`config.mk`:
```
export PLATFORM = sky130hd
export DESIGN_NAME = dbdf_front
export DESIGN_NICKNAME = d
export VERILOG_FILES = /design/src/design/dbdf_pkg.sv /design/src/design/dbdf_front.sv
export SDC_FILE = /design/constraint.sdc
export NUM_CORES = 1
export LEC_CHECK = 0
export BUFFER_PORTS_ARGS = -buffer_cell sky130_fd_sc_hd__buf_2
export CAP_MARGIN = 5
export CORE_UTILIZATION = 41
export DETAILED_ROUTE_END_ITERATION = 8
export PLACE_DENSITY_LB_ADDON = 0.05
export SETUP_SLACK_MARGIN = 0.2
export SYNTH_ARGS = -nofsm -noshare
export SYNTH_HDL_FRONTEND = slang
export SYNTH_SLANG_ARGS = --single-unit
```
`constraint.sdc`:
```
create_clock -name i_clk -period 6.1 [get_ports i_clk]
set_input_delay 0.915 -clock i_clk [delete_from_list [all_inputs] [get_ports i_clk]]
set_output_delay 0.915 -clock i_clk [all_outputs]
set_load 0.1 [all_outputs]
```
`src/design/dbdf_pkg.sv`:
```
// dbdf_pkg: shared types, codes and size helpers of the double buffer diff flush block
// no dependencies; imported by every module of the block except dbdf_ram
`default_nettype none

package dbdf_pkg;

    localparam int DEF_SCREEN_WIDTH  = 128;
    localparam int DEF_SCREEN_HEIGHT = 64;
    localparam int DEF_PANEL_COLUMNS = 64;

    localparam int PAGE_ROWS   = 8;
    localparam int FUNC_W      = 3;
    localparam int XY_W        = 8;
    localparam int COLUMN_W    = 6;
    localparam int PAGE_W      = 3;
    localparam int DATA_W      = 8;
    localparam int QUEUE_DEPTH = 2;
    localparam int XY_RANGE    = 256;

    typedef enum logic [FUNC_W-1:0] {
        OP_SET    = 3'd0,
        OP_CLR    = 3'd1,
        OP_WIPE   = 3'd2,
        OP_FLUSH  = 3'd3,
        OP_TOGGLE = 3'd4
    } t_op;

    typedef struct packed {
        t_op                 op;
        logic [2:0]          bit_idx;
        logic                panel;
        logic [COLUMN_W-1:0] column;
    } t_cmd_ctl;

    function automatic int page_count(input int height);
        return (height + PAGE_ROWS - 1) / PAGE_ROWS;
    endfunction

    function automatic int buf_bytes(input int width, input int height);
        return page_count(height) * width;
    endfunction

    function automatic int addr_width(input int width, input int height);
        return $clog2(buf_bytes(width, height));
    endfunction

    function automatic int page_cnt_width(input int height);
        return (page_count(height) > 1) ? $clog2(page_count(height)) : 1;
    endfunction

endpackage

`default_nettype wire

```
`src/design/dbdf_front.sv`:
```
// dbdf_front: input stage; accepts items, drops those with no effect, builds commands
// depends on dbdf_pkg
`default_nettype none

module dbdf_front #(
    parameter int SCREEN_WIDTH  = dbdf_pkg::DEF_SCREEN_WIDTH,
    parameter int SCREEN_HEIGHT = dbdf_pkg::DEF_SCREEN_HEIGHT,
    parameter int PANEL_COLUMNS = dbdf_pkg::DEF_PANEL_COLUMNS
) (
    input  wire logic                           i_clk,
    input  wire logic                           i_rst_n,
    input  wire logic                           i_hold,
    input  wire logic                           i_valid,
    output logic                                o_ready,
    input  wire logic [dbdf_pkg::FUNC_W-1:0]    i_func,
    input  wire logic [dbdf_pkg::XY_W-1:0]      i_x,
    input  wire logic [dbdf_pkg::XY_W-1:0]      i_y,
    output logic                                o_cmd_valid,
    input  wire logic                           i_cmd_ready,
    output dbdf_pkg::t_cmd_ctl                  o_cmd_ctl,
    output logic [dbdf_pkg::addr_width(SCREEN_WIDTH, SCREEN_HEIGHT)-1:0] o_cmd_addr
);

    import dbdf_pkg::*;

    localparam int AW = addr_width(SCREEN_WIDTH, SCREEN_HEIGHT);

    logic [COLUMN_W:0] w_pc_tbl [XY_RANGE];
    logic              w_x_ok;
    logic              w_y_ok;
    logic              w_keep;
    logic              w_accept;
    logic [AW-1:0]     w_addr;
    t_cmd_ctl          w_ctl;

    logic              r_valid;
    t_cmd_ctl          r_ctl;
    logic [AW-1:0]     r_addr;

    // panel select and in-panel column for every possible x
    for (genvar gi = 0; gi < XY_RANGE; gi++) begin : g_pc
        assign w_pc_tbl[gi] = {1'((gi / PANEL_COLUMNS) % 2),
                               COLUMN_W'((gi % PANEL_COLUMNS) % (2 ** COLUMN_W))};
    end

    assign w_x_ok = 32'(i_x) < 32'(SCREEN_WIDTH);
    assign w_y_ok = 32'(i_y) < 32'(SCREEN_HEIGHT);

    always_comb begin
        w_ctl.op      = t_op'(i_func);
        w_ctl.bit_idx = i_y[2:0];
        w_ctl.panel   = w_pc_tbl[i_x][COLUMN_W];
        w_ctl.column  = w_pc_tbl[i_x][COLUMN_W-1:0];
        w_addr        = AW'(i_x);
        w_keep        = 1'b0;
        case (i_func) inside
            OP_SET, OP_CLR: begin
                w_keep = w_x_ok && w_y_ok;
                w_addr = AW'(32'(i_y >> 3) * 32'(SCREEN_WIDTH) + 32'(i_x));
            end
            OP_WIPE, OP_TOGGLE: begin
                w_keep = 1'b1;
            end
            OP_FLUSH: begin
                w_keep = w_x_ok;
            end
            default: begin
                w_keep = 1'b0;
            end
        endcase
    end

    assign o_ready  = !i_hold && (!r_valid || i_cmd_ready);
    assign w_accept = i_valid && o_ready;

    always_ff @(posedge i_clk) begin
        if (!i_rst_n) begin
            r_valid <= 1'b0;
        end else if (w_accept) begin
            r_valid <= w_keep;
        end else if (i_cmd_ready) begin
            r_valid <= 1'b0;
        end
        if (w_accept) begin
            r_ctl  <= w_ctl;
            r_addr <= w_addr;
        end
    end

    assign o_cmd_valid = r_valid;
    assign o_cmd_ctl   = r_ctl;
    assign o_cmd_addr  = r_addr;

endmodule

`default_nettype wire

```
==> impl_metrics.yaml <==
critical_path:
  crit_path_start_kind: "input port"
  master_of_the_slowest_instance_on_the_critical_path: "sky130_fd_sc_hd__buf_2"
  crit_top_cell: "sky130_fd_sc_hd__buf_2"
  critPathTopFamily: "buffers and inverters"
  cp_endpoint_kind: "output pin"
  timing.critical_path.from: "i_cmd_ready"
  path_class: "input port to output pin"
  timing.critical_path.required_ns: 5.18
  worst_r2r_path_depth: 2
  cp_data_arrival_time_ns: 1.58
  crit_buf_inv: 2
  critPathMaxStageDelay_ns: 0.29
  ff2ff_setup_slack_ns: 4.33
  regToRegStartpoint: "o_cmd_valid"
  worstPathMaxFanout: 3
  critical_path.cell_chain: "buf_2 -> nor2b_1 -> nor2_1 -> buf_2"
  worst_r2r_endpoint: "o_cmd_ctl[7]"
synthesis:
  yosys_warnings: 0
  mappedNetlistArea_sq_um: 673
  yosys_register_bits: 17
  synth_instances: 41
  synth_area_per_cell_sq_um: 16.4
  yosys-top-cells-area: "sky130_fd_sc_hd__edfxtp_1, sky130_fd_sc_hd__buf_4, sky130_fd_sc_hd__ha_1, sky130_fd_sc_hd__dfxtp_1, sky130_fd_sc_hd__mux2_2"
  post_synth_num_cell_types: 16
  synth_top_area_cell: "sky130_fd_sc_hd__edfxtp_1"
  synth.top_cell.area_share: 0.714
  ys_seq_area_frac: 0.743
  mappedNetlistNets: 67
floorplan:
  initial_utilization: 0.442
  core_area_sq_um: 1520
  fp.dieArea_sq_um: 1810
  die_w_um: 42.5
  die_h_um: 42.5
  num_io_pins: 49
  placementRows: 14
sta:
  slew-limit-headroom: 0.226
  achievable-frequency_ghz: 0.401
  final.period_utilization: 0.409
  worstMarginPinSlew_ns: 1.16
  final.min_clock_period_ns: 2.50
  report.final.slew_viol_count: 0
  finalHoldViolations: 0
  timing.clock.skew_ns: 0.00270
  setup_slack_ns: 3.60
  rsz0062_at_grt: "false"
  fin_setup_tns_ns: 0
  final-setup-viol-count: 0
finish:
  postLayoutCoreUtil: 0.599
  final_common_cell: "sky130_fd_sc_hd__buf_2"
  final_cell_mix: "sky130_fd_sc_hd__buf_2, sky130_fd_sc_hd__edfxtp_1, sky130_fd_sc_hd__nor2_1, sky130_fd_sc_hd__clkbuf_4"
  final_cells: 102
  final_nets: 113
  diodes: 0
  final_layout_size_suffix_gt1_frac: 0.628
  layout-area-overhead-vs-synth_pct: 35.7
  layout.cell_area.non_filler_sq_um: 913
job:
  drv.max_cap_violation_count: 0
placed_design:
  placed_cells: 98
  dp_worst_setup_slack_ns: 3.61
  finalWeightedCongestion: 0.619
  place.port_buffers: 48
  placement.cell_area_sq_um: 886
  place.detailed.hpwl_um: 810
cts:
  clkTransAtPathRegs_ns: 0.09
  tritoncts: "built"
  ctsLongestPathBuffers: 2
  post_cts.resized_instances: 0
  cts_buffers: 3
  ctsHoldBuffers: 0
  clk_latency_ns: 0.28
  cts_setup_buffers: 0
  clk_tree_root_cell: "sky130_fd_sc_hd__clkbuf_4"
  cts-htree-levels: 1
  clk_sinks: 17
min_path:
  worstHoldPathType: "flip-flop to flip-flop"
  end_point_of_the_most_critical_hold_path: "o_cmd_valid"
  holdCritStartpoint: "o_cmd_valid"
  hold_path_depth: 3
drt:
  drt_iter0_markers: 5
  detailed_route_via_count: 463
  antenna_violating_nets_post_route: 0
  route.detailed.drc: 0
  detailedRoute.firstPassIterationCount: 3
  routed_wl_mm: 1.03
  via_per_instance_ratio: 4.54
  routedWlPerCell_um: 10.1
global_routing:
  largest_net_degree_at_the_start_of_global_routing: 17
  overflow: 0
  grt_pass1_wl_mm: 1.68
  antenna_found_initial: 0
  gr-usage-all-layers: 0.127
  first_global_vias: 412
outcome:
  outcome: "complete, no violations"
power_and_ir_drop:
  leakage_nw: 0.421
  power_density_nw_per_um2: 291
  power.ir.vdd_worst_mv: 0.153
-- power by group --
part           leakage (nW)  internal [mW]  switching [mW]
clock                0.0177         0.0243          0.0330
sequential            0.158          0.134         0.00127
combinational         0.245         0.0125          0.0610
-- worst max-delay path by stage --
| stage | end | depth (start not counted) |
|---|---|---|
| floorplan | o_ready | 2 |
| global placement | o_ready | 4 |
| detailed placement | o_ready | 4 |
| CTS | o_ready | 4 |
| global route | o_ready | 4 |
| finish | o_ready | 4 |
-- sequential cells by signal (all words and copies together), names as in the netlist --
register and flops:
o_cmd_ctl 12, o_cmd_valid 1, o_cmd_addr 4
-- cell usage after synthesis (all sizes together) --
master,count
mux2,1
and3b,1
o211ai,1
nor3b,1
a32oi,1
dfxtp,1
xnor2,1
ha,2
buf,7
nor2b,1
nand2,1
and2,1
a21oi,1
edfxtp,16
nor3,2
nor2,3
-- worst reg2reg max path, delay by kind of cell, from the launching register on --
family | cells | cell delay, ns
simple gates | 2 | 1.08
flops | 1 | 0.32
-- metrics by stage --
step,hold slack (ns),power (mW)
2_1_floorplan,1.01,0.199
3_3_place_gp,0.698,0.211
3_5_place_dp,0.713,0.212
4_1_cts,0.731,0.269
5_1_grt,0.775,0.278
6_report,0.725,0.266
-- routing by layer --
layer | global-route usage | part of all wire
met4 | 0.0375 | 0
met5 | 0 | 0
met3 | 0.0388 | 0.093
met1 | 0.147 | 0.39
met2 | 0.225 | 0.52
-- cells by family after synthesis --
family | Yosys count | share of synthesized area
DFF | 17 | 0.743
muxes | 1 | 0.0167
adders and majority gates | 2 | 0.0372
xor gates and xnor gates | 1 | 0.0130
buffers and inverters | 7 | 0.0781
AOI/OAI and AO/OA | 3 | 0.0316
and+or+nand+nor | 10 | 0.0799
-- final cells by class --
class	instances	area [sq um]
tap	16	20.0
multi-input combinational	17	125
clock inverter	1	5.00
timing repair buffer	48	240
clock buffer	3	22.5
sequential	17	500
fill	126	611
No activity file was read; power rests on OpenSTA's default activity.
