`config.mk`:
```
export PLATFORM = sky130hd
export DESIGN_NAME = dbdf_queue
export DESIGN_NICKNAME = d
export VERILOG_FILES = /design/src/design/dbdf_pkg.sv /design/src/design/dbdf_queue.sv
export SDC_FILE = /design/constraint.sdc
export NUM_CORES = 1
export LEC_CHECK = 0
export ABC_AREA = 1
export ABC_CLOCK_PERIOD_IN_PS = 2600
export BUFFER_PORTS_ARGS = -buffer_cell sky130_fd_sc_hd__buf_2
export CELL_PAD_IN_SITES_DETAIL_PLACEMENT = 0
export CELL_PAD_IN_SITES_GLOBAL_PLACEMENT = 1
export CORE_UTILIZATION = 45
export CTS_BUF_LIST = sky130_fd_sc_hd__clkbuf_8 sky130_fd_sc_hd__clkbuf_16
export DETAILED_ROUTE_END_ITERATION = 8
export GPL_TIMING_DRIVEN = 0
export PLACE_DENSITY = 0.88
export SYNTH_ARGS = -nofsm -noshare
export SYNTH_HDL_FRONTEND = slang
export SYNTH_SLANG_ARGS = --single-unit
```
`constraint.sdc`:
```
create_clock -name i_clk -period 2.6 [get_ports i_clk]
set_clock_uncertainty 0.05 [all_clocks]
set_input_delay 0.39 -clock i_clk [delete_from_list [all_inputs] [get_ports i_clk]]
set_output_delay 0.39 -clock i_clk [all_outputs]
set_load 0.01 [all_outputs]
```
`src/design/dbdf_pkg.sv`:
```
// dbdf_pkg: shared types, codes and size helpers of the double buffer diff flush block
// no dependencies; imported by every module of the block except dbdf_ram
`default_nettype none

package dbdf_pkg;

    localparam int DEF_SCREEN_WIDTH  = 128;
    localparam int DEF_SCREEN_HEIGHT = 64;
    localparam int DEF_PANEL_COLUMNS = 64;

    localparam int PAGE_ROWS   = 8;
    localparam int FUNC_W      = 3;
    localparam int XY_W        = 8;
    localparam int COLUMN_W    = 6;
    localparam int PAGE_W      = 3;
    localparam int DATA_W      = 8;
    localparam int QUEUE_DEPTH = 2;
    localparam int XY_RANGE    = 256;

    typedef enum logic [FUNC_W-1:0] {
        OP_SET    = 3'd0,
        OP_CLR    = 3'd1,
        OP_WIPE   = 3'd2,
        OP_FLUSH  = 3'd3,
        OP_TOGGLE = 3'd4
    } t_op;

    typedef struct packed {
        t_op                 op;
        logic [2:0]          bit_idx;
        logic                panel;
        logic [COLUMN_W-1:0] column;
    } t_cmd_ctl;

    function automatic int page_count(input int height);
        return (height + PAGE_ROWS - 1) / PAGE_ROWS;
    endfunction

    function automatic int buf_bytes(input int width, input int height);
        return page_count(height) * width;
    endfunction

    function automatic int addr_width(input int width, input int height);
        return $clog2(buf_bytes(width, height));
    endfunction

    function automatic int page_cnt_width(input int height);
        return (page_count(height) > 1) ? $clog2(page_count(height)) : 1;
    endfunction

endpackage

`default_nettype wire

```
`src/design/dbdf_queue.sv`:
```
// dbdf_queue: short command queue between the front and the back
// depends on dbdf_pkg
`default_nettype none

module dbdf_queue #(
    parameter int WIDTH = 16
) (
    input  wire logic             i_clk,
    input  wire logic             i_rst_n,
    input  wire logic             i_push,
    output logic                  o_ready,
    input  wire logic [WIDTH-1:0] i_data,
    output logic                  o_valid,
    input  wire logic             i_pop,
    output logic      [WIDTH-1:0] o_data
);

    import dbdf_pkg::*;

    localparam int PTR_W = $clog2(QUEUE_DEPTH);
    localparam int CNT_W = $clog2(QUEUE_DEPTH + 1);

    logic [WIDTH-1:0] r_mem [QUEUE_DEPTH];
    logic [PTR_W-1:0] r_wr_ptr;
    logic [PTR_W-1:0] r_rd_ptr;
    logic [CNT_W-1:0] r_count;
    logic             w_push;
    logic             w_pop;

    assign o_ready = r_count != CNT_W'(QUEUE_DEPTH);
    assign o_valid = r_count != '0;
    assign o_data  = r_mem[r_rd_ptr];
    assign w_push  = i_push && o_ready;
    assign w_pop   = i_pop && o_valid;

    always_ff @(posedge i_clk) begin
        if (!i_rst_n) begin
            r_wr_ptr <= '0;
            r_rd_ptr <= '0;
            r_count  <= '0;
        end else begin
            if (w_push) begin
                r_wr_ptr <= (r_wr_ptr == PTR_W'(QUEUE_DEPTH - 1)) ? '0 : r_wr_ptr + 1'b1;
            end
            if (w_pop) begin
                r_rd_ptr <= (r_rd_ptr == PTR_W'(QUEUE_DEPTH - 1)) ? '0 : r_rd_ptr + 1'b1;
            end
            if (w_push && !w_pop) begin
                r_count <= r_count + 1'b1;
            end else if (w_pop && !w_push) begin
                r_count <= r_count - 1'b1;
            end
        end
        if (w_push) begin
            r_mem[r_wr_ptr] <= i_data;
        end
    end

endmodule

`default_nettype wire

```
==> results of run 1 <==
worst paths after layout:
check	startpoint	endpoint	depth (start not counted)
worst max-delay path	register	o_data[8]	4
worst min-delay path	i_data[4]	r_mem[1][4]$_DFFE_PP_	1
worst max register to register	r_count[0]$_SDFFE_PN0P_	r_mem[0][15]$_DFFE_PP_	4
worst min register to register	r_rd_ptr$_SDFFE_PN0P_	r_rd_ptr$_SDFFE_PN0P_	2
cells in the mapped netlist:
cell	number
edfxtp_1	32
mux2_4	10
nand2_1	9
nor2_1	8
inv_1	7
mux2_2	6
dfxtp_1	5
o21ai_0	2
a21oi_1	1
buf_12	1
buf_6	1
ha_1	1
inv_2	1
nand3_1	1
nand4_1	1
o21a_1	1
per-layer routing:
metal,vias to the layer above,wire length [µm],part of all wire
li1,394,-,-
met1,388,818,0.36
met2,28,1220,0.54
met3,5,157,0.070
met4,0,57,0.025
met5,-,0,0
state kept, by name, summed over array words and instances, names as in the netlist, named ones only:
signal / cells
r_wr_ptr: 1
r_count: 2
r_rd_ptr: 1
r_mem: 32
critical path, stage by stage, from the launching register on:
cell     delay, ns
dfxtp_1       0.32
buf_6         0.13
buf_12        0.15
mux2_4        0.30
buf_2         0.14
logic make-up after synthesis:
kind of cell	share of synthesized area
AO/OA/AOI/OAI	0.0155
adder cells (fa/ha/maj)	0.00863
buffers and inverters	0.0423
AND/OR/NAND/NOR	0.0518
flip-flops	0.732
multiplexers	0.150
where the power goes:
part           total, W  internal, W  switching [W]  leakage, nW
Sequential     0.000791     0.000755      0.0000359        0.340
Combinational  0.000482     0.000234       0.000248        0.341
Clock          0.000509     0.000312       0.000198       0.0574
layout make-up:
cell class	instances	area, µm²	area share
plain buffers	2	31.3	0.0172
clock buffers	6	82.6	0.0455
clock inverters	2	37.5	0.0207
inverters	8	30.0	0.0165
multi-input cells	40	333	0.183
flip-flops and latches	37	1060	0.584
well taps	44	55.1	0.0303
repair buffers	37	185	0.102
through the flow:
stage          power (W)  hold slack [ns]
2_1_floorplan    0.00114            0.417
3_3_place_gp     0.00127            0.431
3_5_place_dp     0.00129            0.442
4_1_cts          0.00180            0.226
5_1_grt          0.00187            0.220
6_report         0.00178            0.237
==> metrics.txt, run 1 <==
final core utilization 0.595; gr usage total 0.147; worst-margin pin slew 0.847 ns; Highest Clock Rate 0.564 GHz; Core Rows 20; Final min period 1.77 ns; first-pass GRT wire length 3320 µm; Post-CTS Setup Bufs 0; crit path max fanout 10; proportion of layout cells with a drive suffix above 1 0.500; cell taking the most area after synthesis edfxtp_1; H-tree depth 2; most common cell after layout, fill and taps aside buf_2; FF-to-FF setup slack 0.87 ns; Max VDD drop 0.514 mV; Hold Path Class primary input to register; CP Data Arrival Time 1.33 ns; fin crit share 0.682; Power Dens Cells 982 nW/µm²; synthesized area per cell 16.7 µm²; final max-slew violation count 0; yosys warns 0; slew margin rel. 0.435; GRT overflow 0; sequential fraction of the synthesis area 0.732; die span in x 58.8 µm; io pins 38; TritonCTS clock tree done; main area contributors after synthesis edfxtp_1 (66%), mux2_4 (10%), dfxtp_1 (6.9%); initial antenna violation count 0; clock sink count 37; most frequent cells in the layout buf_2 (37), edfxtp_1 (32), mux2_4 (10); non-filler cells, final 176; final instance area 1820 µm²; met2 GRT Util 0.252; clk slew on worst S/H paths 0.07 ns; largest net degree at the start of global routing 17; Worst EP required 2.16 ns; CTS root buffer clkbuf_8; Detailed Route WL 2260 µm; post-cts resize count 0; IO buf count 37; status completed; Via density 4.63; Die Area 3450 µm²; met1 Resource Use GR 0.138; fin nets 152; dpl cells 168; Starting Density 0.475; Layout area overhead 25.2%; number of buffers created by CTS 5; placed cell area 1690 µm²; post-synth top area share 0.663; distinct cell type count after synthesis 16; WS Path Type register to output pin; antenna viol nets, final 0; DR pass1 iterations 4; initial DRC count 17; hpwl dp 1600 µm; Post-CTS Hold Fix Bufs 0; Syn Inst Count 87; met3 GRT Util 0.0725; Skew-Pair Late Insertion Delay 0.29 ns; setup TNS 0 ns; Setup crit end kind output pin; Placer Congestion 0.551; vias in the first global route 749; gr busiest metal met2; Die Ht 58.8 µm; core area 3050 µm²; # diodes 0; Synth Cell Area 1450 µm²; Final Hold Viols 0; static leakage 0.738 nW; Vias 815; Post-Place Worst Slack 0.470 ns; drt wl/cell 12.8 µm; syn nets 108; RSZ-0062 raised after global routing no; Max-cap violations 0; crit path launch type register; clock tree buffer depth 2; # fillers 253; drc violations 0; final setup fails 0; Final WS setup 0.826 ns; Yosys reg bits 37
No activity file was read; power rests on OpenSTA's default activity.
==> run 2, diff against run 1 <==
--- a/config.mk
+++ b/config.mk
@@ -6,15 +6,15 @@
 export NUM_CORES = 1
 export LEC_CHECK = 0
 export ABC_AREA = 1
-export ABC_CLOCK_PERIOD_IN_PS = 2600
+export ABC_CLOCK_PERIOD_IN_PS = 1400
 export BUFFER_PORTS_ARGS = -buffer_cell sky130_fd_sc_hd__buf_2
 export CELL_PAD_IN_SITES_DETAIL_PLACEMENT = 0
 export CELL_PAD_IN_SITES_GLOBAL_PLACEMENT = 1
-export CORE_UTILIZATION = 45
+export CORE_UTILIZATION = 38
 export CTS_BUF_LIST = sky130_fd_sc_hd__clkbuf_8 sky130_fd_sc_hd__clkbuf_16
 export DETAILED_ROUTE_END_ITERATION = 8
 export GPL_TIMING_DRIVEN = 0
-export PLACE_DENSITY = 0.88
+export PLACE_DENSITY = 0.8
 export SYNTH_ARGS = -nofsm -noshare
 export SYNTH_HDL_FRONTEND = slang
 export SYNTH_SLANG_ARGS = --single-unit
==> constraint.sdc (replaced) <==
create_clock -name i_clk -period 1.4 [get_ports i_clk]
set_clock_uncertainty 0.05 [all_clocks]
set_input_delay 0.21 -clock i_clk [delete_from_list [all_inputs] [get_ports i_clk]]
set_output_delay 0.21 -clock i_clk [all_outputs]
set_load 0.01 [all_outputs]
==> metrics.txt, run 2 (synthesis gave the netlist of run 1 again) <==
Core Rows 22; drc violations 0; biggest regs r_mem (32), r_count (2); placed cell area 1700 µm²; die span in x 63.8 µm; CP Data Arrival Time 1.26 ns; CTS root buffer clkbuf_8; clock tree buffer depth 2; Via density 4.55; initial antenna violation count 0; GRT overflow 0; Skew-Pair Late Insertion Delay 0.28 ns; Vias 860; Die Area 4070 µm²; io pins 38; Placer Congestion 0.760; Starting Density 0.396; initial DRC count 15; sequential cell area 1070 µm²; hpwl dp 1590 µm; Layout area overhead 40.6%; Final WS setup -0.121 ns; first-pass GRT wire length 3880 µm; max FFs per register 32; Detailed Route WL 2490 µm; gr usage total 0.135; final max-slew violation count 0; status finished, violations left; non-filler cells, final 189; Max VDD drop 0.682 mV; most frequent cells in the layout edfxtp_1 (32), buf_2 (21), mux2_4 (16), buf_6 (16), buf_4 (8); Highest Clock Rate 0.657 GHz; worst-margin pin slew 0.170 ns; Hold Path Class primary input to register; # diodes 0; # fillers 318; IO buf count 37; Final Hold Viols 0; Worst EP required 1.14 ns; Post-CTS Hold Fix Bufs 0; Biggest register r_mem; clock sink count 37; Power Dens Cells 1730 nW/µm²; RSZ-0062 raised after global routing yes; Final min period 1.52 ns; final core utilization 0.557; proportion of layout cells with a drive suffix above 1 0.574; fin crit share 1.09; fin nets 161; core area 3660 µm²; failing checks setup timing; antenna viol nets, final 0; Power, Total 0.00352 W; Max-cap violations 0; number of buffers created by CTS 5; crit path launch type register; drt wl/cell 13.2 µm; H-tree depth 2; slew margin rel. 0.886; hold slack 0.0656 ns; TritonCTS clock tree done; largest net degree at the start of global routing 13; Die Ht 63.8 µm; clk slew on worst S/H paths 0.07 ns; vias in the first global route 885; static leakage 0.843 nW; DR pass1 iterations 4; final instance area 2040 µm²; crit path max fanout 10; dpl cells 172; Setup crit end kind output pin; footprint of the multi-input gates 383 µm²; WS Path Type register to output pin; most common cell after layout, fill and taps aside edfxtp_1; final setup fails 16
==> run 2: worst paths after layout <==
check	startpoint	to	slack, ns	cells past startpoint
setup reg to reg	r_count[1]$_SDFFE_PN0P_	r_count[1]$_SDFFE_PN0P_	0.04	8
hold / removal	i_data[5]	r_mem[0][5]$_DFFE_PP_	0.07	1
hold reg to reg	r_rd_ptr$_SDFFE_PN0P_	r_rd_ptr$_SDFFE_PN0P_	0.46	2
setup / recovery	register	o_data[14]	-0.12	3
==> run 2: per-layer routing <==
layer / up-vias / routed length [µm] / global-route usage
met5: - / 0 / 0
met4: 0 / 42 / 0.0682
met1: 408 / 991 / 0.132
li1: 414 / - / -
met2: 33 / 1320 / 0.243
met3: 5 / 140 / 0.0536
==> run 2: final cells by class <==
cell class	count	area share
clock inverters	2	0.00368
flip-flops and latches	37	0.525
well taps	48	0.0295
inverters	8	0.0147
repair buffers	47	0.189
plain buffers	1	0.00982
clock buffers	6	0.0405
multi-input cells	40	0.188
==> run 2: worst max-delay path, stage by stage (launching register included) <==
cell	delay, ns
dfxtp_4	0.39
buf_12	0.15
mux2_4	0.31
buf_6	0.12
==> run 2: what timing repair did <==
item,in CTS,in global routing
pin swaps,4,2
setup endpoints to repair,50,49
buffers inserted,9,1
gates resized for setup,27,7
==> run 2: stage by stage <==
stage / TNS [ns] / setup WS [ns]
floorplan: -3.86 / -0.121
global placement: -9.71 / -0.306
detailed placement: -11.00 / -0.345
CTS: -2.48 / -0.172
global route: -2.26 / -0.167
finish: -1.55 / -0.121
==> run 2: power breakdown <==
| group | leakage (nW) | total (W) | internal, W | switching, W |
|---|---|---|---|---|
| clock network | 0.0538 | 0.000714 | 0.000386 | 0.000328 |
| registers | 0.341 | 0.00151 | 0.00142 | 0.0000898 |
| logic | 0.448 | 0.00130 | 0.000745 | 0.000557 |
| total | 0.843 | 0.00352 | 0.00255 | 0.000975 |
